<file path="src/hw/rtl/assert_macros.svh">
// assertion helpers, included by tlik_ctrl
`ifndef ASSERT_MACROS_SVH
`define ASSERT_MACROS_SVH

// expression must never be true outside reset
`define ASSERT_NEVER(label, clk, rst, expr, msg) \
   label: assert property (@(posedge clk) disable iff (rst) !(expr)) else $error(msg);

// antecedent in one cycle implies consequent in the next
`define ASSERT_NEXT(label, clk, rst, ante, cons, msg) \
   label: assert property (@(posedge clk) disable iff (rst) (ante) |=> (cons)) else $error(msg);

`endif

</file>
<file path="src/hw/rtl/tlik_pkg.sv">
package tlik_pkg;

   localparam int LINK_W   = 14;
   localparam int LIM_W    = 15;
   localparam int J1_W     = 15;
   localparam int J2_W     = 14;
   localparam int STAT_W   = 3;
   localparam int CSR_IDX_W = 3;
   localparam int CSR_DATA_W = 16;
   localparam int MUL_W    = 32;
   localparam int WORD_W   = 64;
   localparam int OUT_FRAC = 12;
   localparam int RSP_DATA_W = 32;

   localparam logic [LINK_W-1:0] L1_RST = 14'd2400;
   localparam logic [LINK_W-1:0] L2_RST = 14'd2400;
   localparam logic signed [LIM_W-1:0] J1_MIN_RST = -15'sd6431;
   localparam logic signed [LIM_W-1:0] J1_MAX_RST = 15'sd6431;
   localparam logic signed [LIM_W-1:0] J2_MIN_RST = 15'sd0;
   localparam logic signed [LIM_W-1:0] J2_MAX_RST = 15'sd8561;

   localparam logic signed [WORD_W-1:0] HALF_PI_Q32 = 64'sd6746518852;

   typedef enum logic [STAT_W-1:0] {
      STAT_OK     = 3'd0,
      STAT_FAR    = 3'd1,
      STAT_NEAR   = 3'd2,
      STAT_ORIGIN = 3'd3,
      STAT_J1     = 3'd4,
      STAT_J2     = 3'd5
   } status_type;

   typedef enum logic [CSR_IDX_W-1:0] {
      CSR_L1     = 3'd0,
      CSR_L2     = 3'd1,
      CSR_J1_MIN = 3'd2,
      CSR_J1_MAX = 3'd3,
      CSR_J2_MIN = 3'd4,
      CSR_J2_MAX = 3'd5
   } csr_index_type;

   // multiplier operand selects
   typedef enum logic [3:0] {
      OP_AX, OP_AY, OP_SUM, OP_DIFF, OP_L1, OP_L2, OP_K, OP_P, OP_L1S, OP_DSQ
   } opnd_type;

   // datapath register write selects
   typedef enum logic [4:0] {
      D_NONE, D_DSQ, D_DSQ_ADD, D_SUMSQ, D_DIFFSQ, D_L1S, D_L2S, D_K,
      D_P_A, D_P_B, D_R2, D_R2_B, D_PP, D_RAD, D_Z2, D_ALPHA, D_BETA, D_T
   } dest_type;

   typedef struct packed {
      logic       load;
      opnd_type   mul_a;
      opnd_type   mul_b;
      dest_type   dest;
      logic       sqrt_start;
      logic       cord_start;
      logic       cord_xy;
      logic       out_load;
      status_type status;
   } cmd_type;

   typedef struct packed {
      logic too_far;
      logic too_close;
      logic at_origin;
      logic sqrt_done;
      logic cord_done;
   } sts_type;

   // cordic step angles atan(2^-i) in q32
   function automatic logic signed [WORD_W-1:0] step_q32(input logic [4:0] idx);
      logic signed [WORD_W-1:0] v;
      case (idx)
         5'd0:  v = 64'sd3373259426;
         5'd1:  v = 64'sd1991351318;
         5'd2:  v = 64'sd1052175346;
         5'd3:  v = 64'sd534100635;
         5'd4:  v = 64'sd268086748;
         5'd5:  v = 64'sd134174063;
         5'd6:  v = 64'sd67103403;
         5'd7:  v = 64'sd33553749;
         5'd8:  v = 64'sd16777131;
         5'd9:  v = 64'sd8388597;
         5'd10: v = 64'sd4194303;
         default: v = 64'sd1 <<< (6'd32 - {1'b0, idx});
      endcase
      return v;
   endfunction

endpackage

</file>
<file path="src/hw/rtl/tlik_ctrl.sv">
module tlik_ctrl
   import tlik_pkg::*;
(
   input  logic    clock,
   input  logic    reset,
   input  logic    req_tvalid,
   output logic    req_tready,
   output logic    rsp_tvalid,
   input  logic    rsp_tready,
   input  sts_type sts,
   output cmd_type cmd
);

`include "assert_macros.svh"

   typedef enum logic [4:0] {
      S_IDLE, S_MUL0, S_MUL1, S_MUL2, S_MUL3, S_MUL4, S_MUL5, S_MUL6, S_MUL7,
      S_PA, S_R2A, S_AC_MUL, S_AC_PP, S_AC_RAD, S_SQ_GO, S_SQ_WAIT,
      S_CO_GO, S_CO_WAIT, S_B0, S_B1, S_FIN, S_OUT
   } state_type;

   typedef enum logic [1:0] {PH_ACOS2, PH_ALPHA, PH_BETA} phase_type;

   state_type  state_ff, state_in;
   phase_type  phase_ff, phase_in;
   status_type status_ff, status_in;
   logic       rsp_valid_ff, rsp_valid_in;

   always_comb begin
      state_in  = state_ff;
      phase_in  = phase_ff;
      status_in = status_ff;
      cmd.load       = 1'b0;
      cmd.mul_a      = OP_AX;
      cmd.mul_b      = OP_AX;
      cmd.dest       = D_NONE;
      cmd.sqrt_start = 1'b0;
      cmd.cord_start = 1'b0;
      cmd.cord_xy    = phase_ff == PH_ALPHA;
      cmd.out_load   = 1'b0;
      cmd.status     = status_ff;
      unique case (state_ff)
         S_IDLE: begin
            if (req_tvalid) begin
               cmd.load = 1'b1;
               state_in = S_MUL0;
            end
         end
         S_MUL0: begin
            cmd.mul_a = OP_AX; cmd.mul_b = OP_AX;
            state_in = S_MUL1;
         end
         S_MUL1: begin
            cmd.dest = D_DSQ; cmd.mul_a = OP_AY; cmd.mul_b = OP_AY;
            state_in = S_MUL2;
         end
         S_MUL2: begin
            cmd.dest = D_DSQ_ADD; cmd.mul_a = OP_SUM; cmd.mul_b = OP_SUM;
            state_in = S_MUL3;
         end
         S_MUL3: begin
            cmd.dest = D_SUMSQ; cmd.mul_a = OP_DIFF; cmd.mul_b = OP_DIFF;
            state_in = S_MUL4;
         end
         S_MUL4: begin
            cmd.dest = D_DIFFSQ; cmd.mul_a = OP_L1; cmd.mul_b = OP_L1;
            state_in = S_MUL5;
         end
         S_MUL5: begin
            cmd.dest = D_L1S; cmd.mul_a = OP_L2; cmd.mul_b = OP_L2;
            state_in = S_MUL6;
         end
         S_MUL6: begin
            cmd.dest = D_L2S; cmd.mul_a = OP_L1; cmd.mul_b = OP_L2;
            state_in = S_MUL7;
         end
         S_MUL7: begin
            // reach checks in priority order
            cmd.dest = D_K;
            if (sts.too_far) begin
               status_in = STAT_FAR;
               state_in  = S_OUT;
            end else if (sts.too_close) begin
               status_in = STAT_NEAR;
               state_in  = S_OUT;
            end else if (sts.at_origin) begin
               status_in = STAT_ORIGIN;
               state_in  = S_OUT;
            end else begin
               status_in = STAT_OK;
               state_in  = S_PA;
            end
         end
         S_PA: begin
            cmd.dest = D_P_A; cmd.mul_a = OP_K; cmd.mul_b = OP_K;
            state_in = S_R2A;
         end
         S_R2A: begin
            cmd.dest = D_R2;
            phase_in = PH_ACOS2;
            state_in = S_AC_MUL;
         end
         S_AC_MUL: begin
            cmd.mul_a = OP_P; cmd.mul_b = OP_P;
            state_in = S_AC_PP;
         end
         S_AC_PP: begin
            cmd.dest = D_PP;
            state_in = S_AC_RAD;
         end
         S_AC_RAD: begin
            cmd.dest = D_RAD;
            state_in = S_SQ_GO;
         end
         S_SQ_GO: begin
            cmd.sqrt_start = 1'b1;
            state_in = S_SQ_WAIT;
         end
         S_SQ_WAIT: begin
            if (sts.sqrt_done) begin
               state_in = S_CO_GO;
            end
         end
         S_CO_GO: begin
            cmd.cord_start = 1'b1;
            state_in = S_CO_WAIT;
         end
         S_CO_WAIT: begin
            if (sts.cord_done) begin
               case (phase_ff)
                  PH_ACOS2: begin
                     cmd.dest = D_Z2;
                     phase_in = PH_ALPHA;
                     state_in = S_CO_GO;
                  end
                  PH_ALPHA: begin
                     cmd.dest = D_ALPHA;
                     state_in = S_B0;
                  end
                  default: begin
                     cmd.dest = D_BETA;
                     state_in = S_FIN;
                  end
               endcase
            end
         end
         S_B0: begin
            cmd.dest = D_P_B; cmd.mul_a = OP_L1S; cmd.mul_b = OP_DSQ;
            state_in = S_B1;
         end
         S_B1: begin
            cmd.dest = D_R2_B;
            phase_in = PH_BETA;
            state_in = S_AC_MUL;
         end
         S_FIN: begin
            cmd.dest = D_T;
            state_in = S_OUT;
         end
         S_OUT: begin
            if (!rsp_valid_ff || rsp_tready) begin
               cmd.out_load = 1'b1;
               state_in     = S_IDLE;
            end
         end
         default: state_in = S_IDLE;
      endcase
      if (cmd.out_load) begin
         rsp_valid_in = 1'b1;
      end else if (rsp_tready) begin
         rsp_valid_in = 1'b0;
      end else begin
         rsp_valid_in = rsp_valid_ff;
      end
   end

   always_ff @(posedge clock) begin
      if (reset) begin
         state_ff     <= S_IDLE;
         phase_ff     <= PH_ACOS2;
         status_ff    <= STAT_OK;
         rsp_valid_ff <= 1'b0;
      end else begin
         state_ff     <= state_in;
         phase_ff     <= phase_in;
         status_ff    <= status_in;
         rsp_valid_ff <= rsp_valid_in;
      end
   end

   assign req_tready = state_ff == S_IDLE;
   assign rsp_tvalid = rsp_valid_ff;

   `ASSERT_NEVER(a_rsp_overwrite, clock, reset, cmd.out_load && rsp_valid_ff && !rsp_tready, "result word overwritten")
   `ASSERT_NEVER(a_sqrt_stray, clock, reset, sts.sqrt_done && state_ff != S_SQ_WAIT, "sqrt done outside wait")
   `ASSERT_NEXT(a_accept_starts, clock, reset, req_tvalid && req_tready, state_ff == S_MUL0, "accepted word did not start")

endmodule

</file>
<file path="config.mk">
export PLATFORM = sky130hd
export DESIGN_NAME = tlik_ctrl
export DESIGN_NICKNAME = d
export VERILOG_FILES = /design/src/hw/rtl/tlik_pkg.sv /design/src/hw/rtl/tlik_ctrl.sv
export VERILOG_INCLUDE_DIRS = /design/src /design/src/hw/rtl
export SDC_FILE = /design/constraint.sdc
export NUM_CORES = 1
export LEC_CHECK = 0
export BUFFER_PORTS_ARGS = -buffer_cell sky130_fd_sc_hd__buf_2
export CORE_MARGIN = 5
export CORE_UTILIZATION = 50
export DETAILED_ROUTE_END_ITERATION = 8
export MAX_ROUTING_LAYER = met4
export PLACE_DENSITY = 0.87
export SLEW_MARGIN = 20
export SYNTH_ARGS = -nofsm -noshare
export SYNTH_HDL_FRONTEND = slang
export SYNTH_SLANG_ARGS = --single-unit
</file>
<file path="constraint.sdc">
create_clock -name clock -period 2 [get_ports clock]
set_clock_uncertainty 0.05 [all_clocks]
set_input_delay 0 -clock clock [delete_from_list [all_inputs] [get_ports clock]]
set_output_delay 0 -clock clock [all_outputs]
set_load 0.1 [all_outputs]
</file>
==> impl_metrics.env, run 1 <==
export IMPL_yosys_most_used_dff="dfxtp_1"
export IMPL_yosysWarnings=0
export IMPL_ff_latch_area_sq_um=206.4
export IMPL_die_h_um=56.34
export IMPL_worstSetupPathType="register to primary output"
export IMPL_antenna_found_initial=0
export IMPL_start_kind="register"
export IMPL_drt_iter0_drc=129
export IMPL_root_buffer="clkbuf_4"
export IMPL_ir_worst_vdd_uv=403.4
export IMPL_wl_per_cell_um=17.06
export IMPL_finalCriticalPeriod_ns=1.925
export IMPL_wirelength_met1_mm=1.242
export IMPL_syn_area_sq_um=1074
export IMPL_path_cells="or2b_4 -> or3_1 -> nor2b_1 -> buf_12"
export IMPL_totalWireLength_mm=3.532
export IMPL_clk_pin_slew_ns=0.06
export IMPL_synth_edf_count=0
export IMPL_layout_common_cells="24 x nor2_1, 18 x a21oi_1, 16 x buf_12"
export IMPL_via_per_inst=6.382
export IMPL_chipWidth_um=56.34
export IMPL_p_int_mw=0.4145
export IMPL_cp_max_fo=12
export IMPL_core_rowCount=16
export IMPL_grt_overflow=0
export IMPL_grt_pass1_vias=1233
export IMPL_synth_seq_cells=10
export IMPL_met2_length_mm=1.827
export IMPL_dp_slack_ns=0.1760
export IMPL_multi_input_area_sq_um=809.5
export IMPL_grt_usage_pct=23.42
export IMPL_final_util_pct=77.50
export IMPL_cts_setup_buffers=0
export IMPL_htree_num_levels=1
export IMPL_grt_pass1_wl_mm=5.913
export IMPL_ys_seq_area_share_pct=18.65
export IMPL_drcViolationCount=0
export IMPL_final_common_cell="nor2_1"
export IMPL_outcome="completed"
export IMPL_asyncSetResetFlopFracSynth_pct=0
export IMPL_n_antenna_cell=0
export IMPL_synth_cell_types=44
export IMPL_min_path_cells=3
export IMPL_firstDrtPassIters=5
export IMPL_initial_core_util_pct=53.63
export IMPL_vias=1321
export IMPL_min_path_type="input port to register"
export IMPL_io_buffers=30
export IMPL_met3_length_um=351
export IMPL_num_io_pins=32
export IMPL_max_freq_ghz=0.5196
export IMPL_cts_tree="done"
export IMPL_critPathMaxStageDelay_ns=0.47
export IMPL_totalNegativeSetupSlack_ns=0
export IMPL_rsz0062_at_grt="no"
export IMPL_cts_made_buffers=3
export IMPL_cp_end_kind="primary output"
export IMPL_nFillCells=138
export IMPL_gp_congestion=1.018
export IMPL_r2r_cells=5
export IMPL_clkPwrFrac_pct=17.3
export IMPL_clock_latency_ns=0.26
export IMPL_slew_viol_final=0
export IMPL_syn_to_final_growth_pct=44.52
export IMPL_clk_path_buf_depth=2
export IMPL_ant_nets=0
export IMPL_syn_inst=156
export IMPL_critical_path_slowest_cell="dfxtp_2"
export IMPL_place_inst=203
export IMPL_maxCapViolations=0
export IMPL_top_layer="met4"
export IMPL_pwr_share_seq_pct=27.4
export IMPL_switchingPower_mw=0.3782
export IMPL_combPwrFrac_pct=55.3
export IMPL_fin_cells=207
export IMPL_post_route_period_util_pct=96.23
export IMPL_hpwl_mm=2.562
export IMPL_p_sw_share_pct=47.71
export IMPL_p_total_mw=0.7928
export IMPL_layout_drive_gt1_share_pct=40.56
export IMPL_setup_viol=0
export IMPL_leakage_nw=0.6317
export IMPL_syn_nets=165
export IMPL_clock_sinks=10
export IMPL_fp_dieArea_sq_um=3174
export IMPL_setup_slack_ns=0.07534
export IMPL_grt_max_degree=22
export IMPL_nNetsFinal=191
export IMPL_syn_avg_cell_area_sq_um=6.882
export IMPL_critPathArrivalTime_ns=1.87
export IMPL_hold_viol=0
export IMPL_core_area_sq_um=2002
export IMPL_power_density_nw_per_um2=511.0
export IMPL_required_ns=1.95
[worst paths after layout]
path | startpoint | end | slack [ns]
worst max-delay path | state_ff[4] | cmd[3] | 0.08
worst min-delay path | rsp_tready | rsp_tvalid | 0.05
worst max register to register | state_ff[4] | state_ff[0] | 0.20
worst min register to register | status_ff[0] | status_ff[0] | 0.47
[power by group through the flow]
stage	combinational (mW)	sequential (mW)	clock [mW]
final	0.438	0.218	0.137
after global routing	0.460	0.218	0.155
after CTS	0.434	0.217	0.136
after detailed placement	0.425	0.221	0
after global placement	0.418	0.220	0
after floorplan	0.304	0.215	0
[registers in the layout, summed over array words and instances, names as in the netlist]
| register | flops |
|---|---|
| status_ff | 2 |
| phase_ff | 2 |
| rsp_tvalid | 1 |
| state_ff | 5 |
[through the flow]
step | hold WS [ns] | instance area [sq um]
6_report | 0.05011 | 1551
5_1_grt | 0.05554 | 1551
4_1_cts | 0.05287 | 1540
3_5_place_dp | 0.2647 | 1504
3_3_place_gp | 0.2567 | 1504
2_1_floorplan | 0.1652 | 1122
[cell families (layout without fill, tap and decap cells)]
group                     after synthesis  in the layout  synth area share [%]
and+or+nand+nor                        70             70                 38.23
AOI/OAI and AO/OA                      48             48                 29.25
muxes                                   1              1                0.9324
xor gates and xnor gates                2              2                 1.632
DFF                                    10             10                 18.65
other                                   1              1                0.3493
buffers and inverters                  24             48                 10.96
[cell type report]
cell class              count  share of cell area [%]
inverters                   7                   1.694
clock buffers               3                   1.452
repair buffers             38                   29.19
multi-input cells         122                   52.18
flip-flops and latches     10                   13.31
well taps                  27                   2.177
[cells in the mapped netlist (2+ instances only)]
library cell	count	area, sq um
and3_1	5	31.28
a21oi_1	18	90.09
or3_1	3	18.77
dfxtp_1	10	200.2
buf_4	5	37.54
buf_2	7	35.03
a31oi_1	3	18.77
o221a_2	2	22.52
nor2b_1	4	25.02
o211ai_1	2	15.01
nand2_1	5	18.77
nor2_1	29	108.9
nand2b_1	6	37.54
a211oi_1	2	15.01
nand3_1	2	10.01
o21ai_0	11	55.05
nor3_1	5	25.02
inv_1	5	18.77
inv_2	2	7.510
nor4_4	2	42.54
xor2_1	2	17.52
clkbuf_1	4	15.01
[critical path, delay by kind of cell (launching register included)]
family                 cells  cell delay, ns
AND/OR/NAND/NOR            3            0.93
flip-flops                 1            0.47
buffers and inverters      1            0.21
[layer usage]
layer	vias up	track usage (%)
met2	88	40.57
met4	0	5.424
met5	-	-
met1	606	26.80
li1	604	-
met3	23	6.422
[repair_timing]
| action | in CTS | in global routing |
|---|---|---|
| resized for setup | 3 | 4 |
| endpoints found under the hold margin | 2 | 0 |
| setup endpoints to repair | 6 | 4 |
| hold buffers | 1 | 0 |
Note: power is estimated with default switching activity, not from simulation.
==> run 2: changes to the inputs <==
--- a/config.mk
+++ b/config.mk
@@ -12,6 +12,7 @@
 export DETAILED_ROUTE_END_ITERATION = 8
 export MAX_ROUTING_LAYER = met4
 export PLACE_DENSITY = 0.87
+export RECOVER_POWER = 50
 export SLEW_MARGIN = 20
 export SYNTH_ARGS = -nofsm -noshare
 export SYNTH_HDL_FRONTEND = slang
==> impl_metrics.env, run 2 (synthesized netlist as in run 1, its figures left out) <==
export IMPL_outcome="completed"
export IMPL_clkPwrFrac_pct=17.5
export IMPL_setup_viol=0
export IMPL_grt_overflow=0
export IMPL_layout_common_cells="24 x nor2_1, 18 x a21oi_1, 14 x buf_12"
export IMPL_cp_startpoint="state_ff[4]"
export IMPL_clk_pin_slew_ns=0.06
export IMPL_max_freq_ghz=0.5187
export IMPL_fp_dieArea_sq_um=3174
export IMPL_n_antenna_cell=0
export IMPL_slew_limit_headroom_pct=22.67
export IMPL_initial_core_util_pct=53.63
export IMPL_clock_sinks=10
export IMPL_hold_worst_slack_ns=0.04964
export IMPL_critPathArrivalTime_ns=1.88
export IMPL_root_buffer="clkbuf_4"
export IMPL_reg_top3="state_ff: 5 flops, phase_ff: 2 flops, status_ff: 2 flops"
export IMPL_timing_rr_start="state_ff[4]"
export IMPL_cts_made_buffers=3
export IMPL_combPwrFrac_pct=54.8
export IMPL_slew_viol_final=0
export IMPL_final_common_cell="nor2_1"
export IMPL_worstSetupPathType="register to primary output"
export IMPL_cp_end_kind="primary output"
export IMPL_place_inst=203
export IMPL_htree_num_levels=1
export IMPL_largest_register="state_ff"
export IMPL_final_area_sq_um=1521
export IMPL_worst_slew_pin_slew_ns=1.165
export IMPL_hpwl_mm=2.562
export IMPL_grt_usage_pct=23.42
export IMPL_io_buffers=30
export IMPL_final_util_pct=76.00
export IMPL_p_sw_share_pct=47.99
export IMPL_pwr_share_seq_pct=27.7
export IMPL_dp_slack_ns=0.1760
export IMPL_rsz0062_at_grt="no"
export IMPL_num_io_pins=32
export IMPL_core_rowCount=16
export IMPL_worstHoldStart="rsp_tready"
export IMPL_ir_worst_vdd_uv=404.0
export IMPL_nNetsFinal=191
export IMPL_required_ns=1.95
export IMPL_gp_congestion=1.018
export IMPL_finalCriticalPeriod_ns=1.928
export IMPL_post_dp_cell_area_sq_um=1504
export IMPL_cts_tree="done"
export IMPL_p_total_mw=0.7844
export IMPL_largest_register_ffs=5
export IMPL_die_h_um=56.34
export IMPL_post_route_period_util_pct=96.39
export IMPL_layout_drive_gt1_share_pct=38.33
export IMPL_switchingPower_mw=0.3764
export IMPL_wl_per_cell_um=17.04
export IMPL_via_per_inst=6.348
export IMPL_drt_iter0_drc=122
export IMPL_grt_max_degree=22
export IMPL_power_density_nw_per_um2=515.6
export IMPL_drcViolationCount=0
export IMPL_hold_viol=0
export IMPL_totalWireLength_mm=3.528
export IMPL_leakage_nw=0.6112
export IMPL_firstDrtPassIters=5
export IMPL_syn_to_final_growth_pct=41.72
export IMPL_antenna_found_initial=0
export IMPL_core_area_sq_um=2002
export IMPL_min_path_type="input port to register"
export IMPL_maxCapViolations=0
export IMPL_ant_nets=0
export IMPL_grt_pass1_wl_mm=5.913
export IMPL_clock_latency_ns=0.26
export IMPL_totalNegativeSetupSlack_ns=0
export IMPL_cp_max_fo=12
export IMPL_chipWidth_um=56.34
export IMPL_grt_pass1_vias=1233
export IMPL_setup_slack_ns=0.07223
export IMPL_p_int_mw=0.4080
export IMPL_cts_setup_buffers=0
export IMPL_fin_cells=207
export IMPL_start_kind="register"
export IMPL_clk_path_buf_depth=2
export IMPL_vias=1314
[run 2: cell types whose count changed in the layout (fill, tap and decap cells not counted), sizes merged]
cell,previous run,this run
buf,37,31
clkbuf,3,9
[run 2: final timing paths]
kind	to	slack, ns	cells after the start
max	cmd[3]	0.07	4
min	rsp_tvalid	0.05	3
max reg2reg	state_ff[0]	0.20	5
min reg2reg	status_ff[0]	0.47	2
[run 2: final cells by class]
| cell class | instances | area (sq um) |
|---|---|---|
| inverters | 7 | 26.28 |
| flip-flops and latches | 10 | 206.4 |
| multi-input cells | 122 | 808.3 |
| fillers | 145 | 480.5 |
| clock buffers | 3 | 22.52 |
| well taps | 27 | 33.78 |
| repair buffers | 38 | 424.2 |
[run 2: metal layers]
metal | wire length (um) | track usage [%] | share of wire (%) | vias up
met4 | 95 | 5.424 | 2.7 | 0
met3 | 366 | 6.422 | 10 | 21
met1 | 1232 | 26.80 | 35 | 602
li1 | - | - | - | 605
met2 | 1833 | 40.57 | 52 | 86
met5 | 0 | - | 0 | -
[run 2: worst max-delay path: stages, from the launching register on]
cell     delay, ns
dfxtp_2       0.47
or2b_4        0.35
or3_1         0.35
nor2b_1       0.23
buf_12        0.21
[run 2: what timing repair did]
item                                    4_1_cts  5_1_grt
pin swaps                                     0        0
endpoints found under the hold margin         2        0
resized for setup                             3        4
endpoints found under the setup margin        6        4
hold buffers                                  1        0
[run 2: power groups by stage]
| stage | Combinational [mW] | Clock, mW | Sequential, mW |
|---|---|---|---|
| final | 0.430 | 0.137 | 0.218 |
| after global routing | 0.452 | 0.155 | 0.218 |
| after CTS | 0.434 | 0.136 | 0.217 |
| after detailed placement | 0.425 | 0 | 0.221 |
| after global placement | 0.418 | 0 | 0.220 |
| after floorplan | 0.304 | 0 | 0.215 |
==> run 3: changes to the inputs <==
--- a/config.mk
+++ b/config.mk
@@ -7,11 +7,12 @@
 export NUM_CORES = 1
 export LEC_CHECK = 0
 export BUFFER_PORTS_ARGS = -buffer_cell sky130_fd_sc_hd__buf_2
+export CORE_ASPECT_RATIO = 1.4
 export CORE_MARGIN = 5
 export CORE_UTILIZATION = 50
 export DETAILED_ROUTE_END_ITERATION = 8
 export MAX_ROUTING_LAYER = met4
-export PLACE_DENSITY = 0.87
+export PLACE_DENSITY = 0.75
 export RECOVER_POWER = 50
 export SLEW_MARGIN = 20
 export SYNTH_ARGS = -nofsm -noshare
==> impl_metrics.env, run 3 (synthesized netlist as in run 1, its figures left out) <==
export IMPL_io_buffers=30
export IMPL_power_density_nw_per_um2=535.5
export IMPL_maxCapViolations=0
export IMPL_core_area_sq_um=2021
export IMPL_timing_rr_start="state_ff[1]"
export IMPL_cts_setup_buffers=0
export IMPL_nNetsFinal=193
export IMPL_critPathArrivalTime_ns=1.88
export IMPL_num_io_pins=32
export IMPL_reg_top3="state_ff: 5 flops, phase_ff: 2 flops, status_ff: 2 flops"
export IMPL_initial_core_util_pct=53.13
export IMPL_totalNegativeSetupSlack_ns=0
export IMPL_wl_per_cell_um=15.28
export IMPL_die_h_um=64.83
export IMPL_outcome="completed"
export IMPL_cts_tree="done"
export IMPL_drt_iter0_drc=61
export IMPL_place_inst=199
export IMPL_finalCriticalPeriod_ns=1.934
export IMPL_slew_limit_headroom_pct=22.54
export IMPL_gp_congestion=0.9521
export IMPL_combPwrFrac_pct=50.6
export IMPL_totalWireLength_mm=3.118
export IMPL_vias=1242
export IMPL_drcViolationCount=0
export IMPL_syn_to_final_growth_pct=44.41
export IMPL_critical_path_slowest_cell="dfxtp_2"
export IMPL_r2r_setup_slack_ns=0.23
export IMPL_min_path_type="input port to register"
export IMPL_clk_path_buf_depth=2
export IMPL_htree_num_levels=1
export IMPL_cp_end_kind="primary output"
export IMPL_post_dp_cell_area_sq_um=1541
export IMPL_grt_pass1_wl_mm=5.278
export IMPL_pwr_share_seq_pct=26.1
export IMPL_clkPwrFrac_pct=23.2
export IMPL_fin_cells=204
export IMPL_n_antenna_cell=0
export IMPL_layout_common_cells="26 x nor2_1, 18 x a21oi_1, 15 x buf_12"
export IMPL_worstSetupPathType="register to primary output"
export IMPL_largest_register="state_ff"
export IMPL_required_ns=1.95
export IMPL_hold_viol=0
export IMPL_layout_drive_gt1_share_pct=37.16
export IMPL_critPathMaxStageDelay_ns=0.47
export IMPL_final_area_sq_um=1550
export IMPL_p_int_mw=0.4502
export IMPL_met3_length_um=264
export IMPL_slew_viol_final=0
export IMPL_fp_dieArea_sq_um=3187
export IMPL_final_util_pct=76.72
export IMPL_worstHoldEndpoint="status_ff[0]"
export IMPL_rsz0062_at_grt="no"
export IMPL_met2_length_mm=1.593
export IMPL_core_rowCount=19
export IMPL_clock_latency_ns=0.28
export IMPL_setup_viol=0
export IMPL_grt_overflow=0
export IMPL_cts_made_buffers=3
export IMPL_grt_pass1_vias=1210
export IMPL_r2r_cells=6
export IMPL_leakage_nw=0.6288
export IMPL_grt_usage_pct=21.18
export IMPL_cp_max_fo=13
export IMPL_wirelength_met1_mm=1.136
export IMPL_p_sw_share_pct=45.77
export IMPL_min_path_cells=3
export IMPL_antenna_found_initial=0
export IMPL_switchingPower_mw=0.3800
export IMPL_dp_slack_ns=0.2373
export IMPL_post_route_period_util_pct=96.72
export IMPL_firstDrtPassIters=4
export IMPL_ant_nets=0
export IMPL_path_cells="or2b_4 -> or3_1 -> nor2b_1 -> buf_12"
export IMPL_top_layer="met4"
export IMPL_p_total_mw=0.8301
export IMPL_via_per_inst=6.088
export IMPL_grt_max_degree=22
export IMPL_root_buffer="clkbuf_4"
export IMPL_clock_sinks=10
export IMPL_final_common_cell="nor2_1"
export IMPL_reg2reg_to="state_ff[1]"
export IMPL_largest_register_ffs=5
export IMPL_setup_slack_ns=0.06566
export IMPL_worst_slew_pin_slew_ns=1.167
export IMPL_hold_worst_slack_ns=0.02161
export IMPL_hpwl_mm=2.464
export IMPL_start_kind="register"
export IMPL_max_freq_ghz=0.5170
export IMPL_clk_pin_slew_ns=0.07
export IMPL_worstHoldStart="sts[4]"
export IMPL_chipWidth_um=49.16
export IMPL_ir_worst_vdd_uv=558.2
run 3: worst max path at each step:
stage	startpoint	endpoint	slack, ns	cells past startpoint
global placement	state_ff[4]	cmd[3]	0.28	4
CTS	state_ff[2]	cmd[8]	0.04	6
detailed placement	state_ff[1]	state_ff[0]	0.24	5
floorplan	state_ff[0]	cmd[20]	-0.38	3
finish	state_ff[4]	cmd[3]	0.07	4
global route	state_ff[4]	cmd[3]	0.0006	4
run 3: worst max-delay path, delay by kind of cell, from the launching register on:
kind                   cells  cell delay (ns)
buffers and inverters      1             0.21
DFF                        1             0.47
and+or+nand+nor            3             0.92
run 3: timing repair:
action                                  in CTS  in global routing
endpoints found under the setup margin       4                  3
hold buffers                                 1                  0
gates resized for setup                      3                  2
hold endpoints to repair                     8                  0
run 3: layer usage:
layer  vias to the layer above  global-route usage [%]
li1                        609                       -
met1                       557                   23.08
met2                        65                   35.48
met3                        11                   2.064
met4                         0                   14.81
met5                         -                       -
run 3: final cells by class:
class / count / area [sq um]
well taps: 21 / 26.28
clock buffers: 4 / 36.28
multi-input cells: 122 / 795.8
repair buffers: 40 / 456.7
flip-flops and latches: 10 / 209.0
inverters: 7 / 26.28
fillers: 138 / 470.5
run 3: power groups by stage:
stage	sequential, mW	combinational, mW	clock (mW)
2_1_floorplan	0.215	0.304	0
3_3_place_gp	0.220	0.429	0
3_5_place_dp	0.221	0.433	0
4_1_cts	0.217	0.436	0.199
5_1_grt	0.219	0.441	0.207
6_report	0.217	0.420	0.193
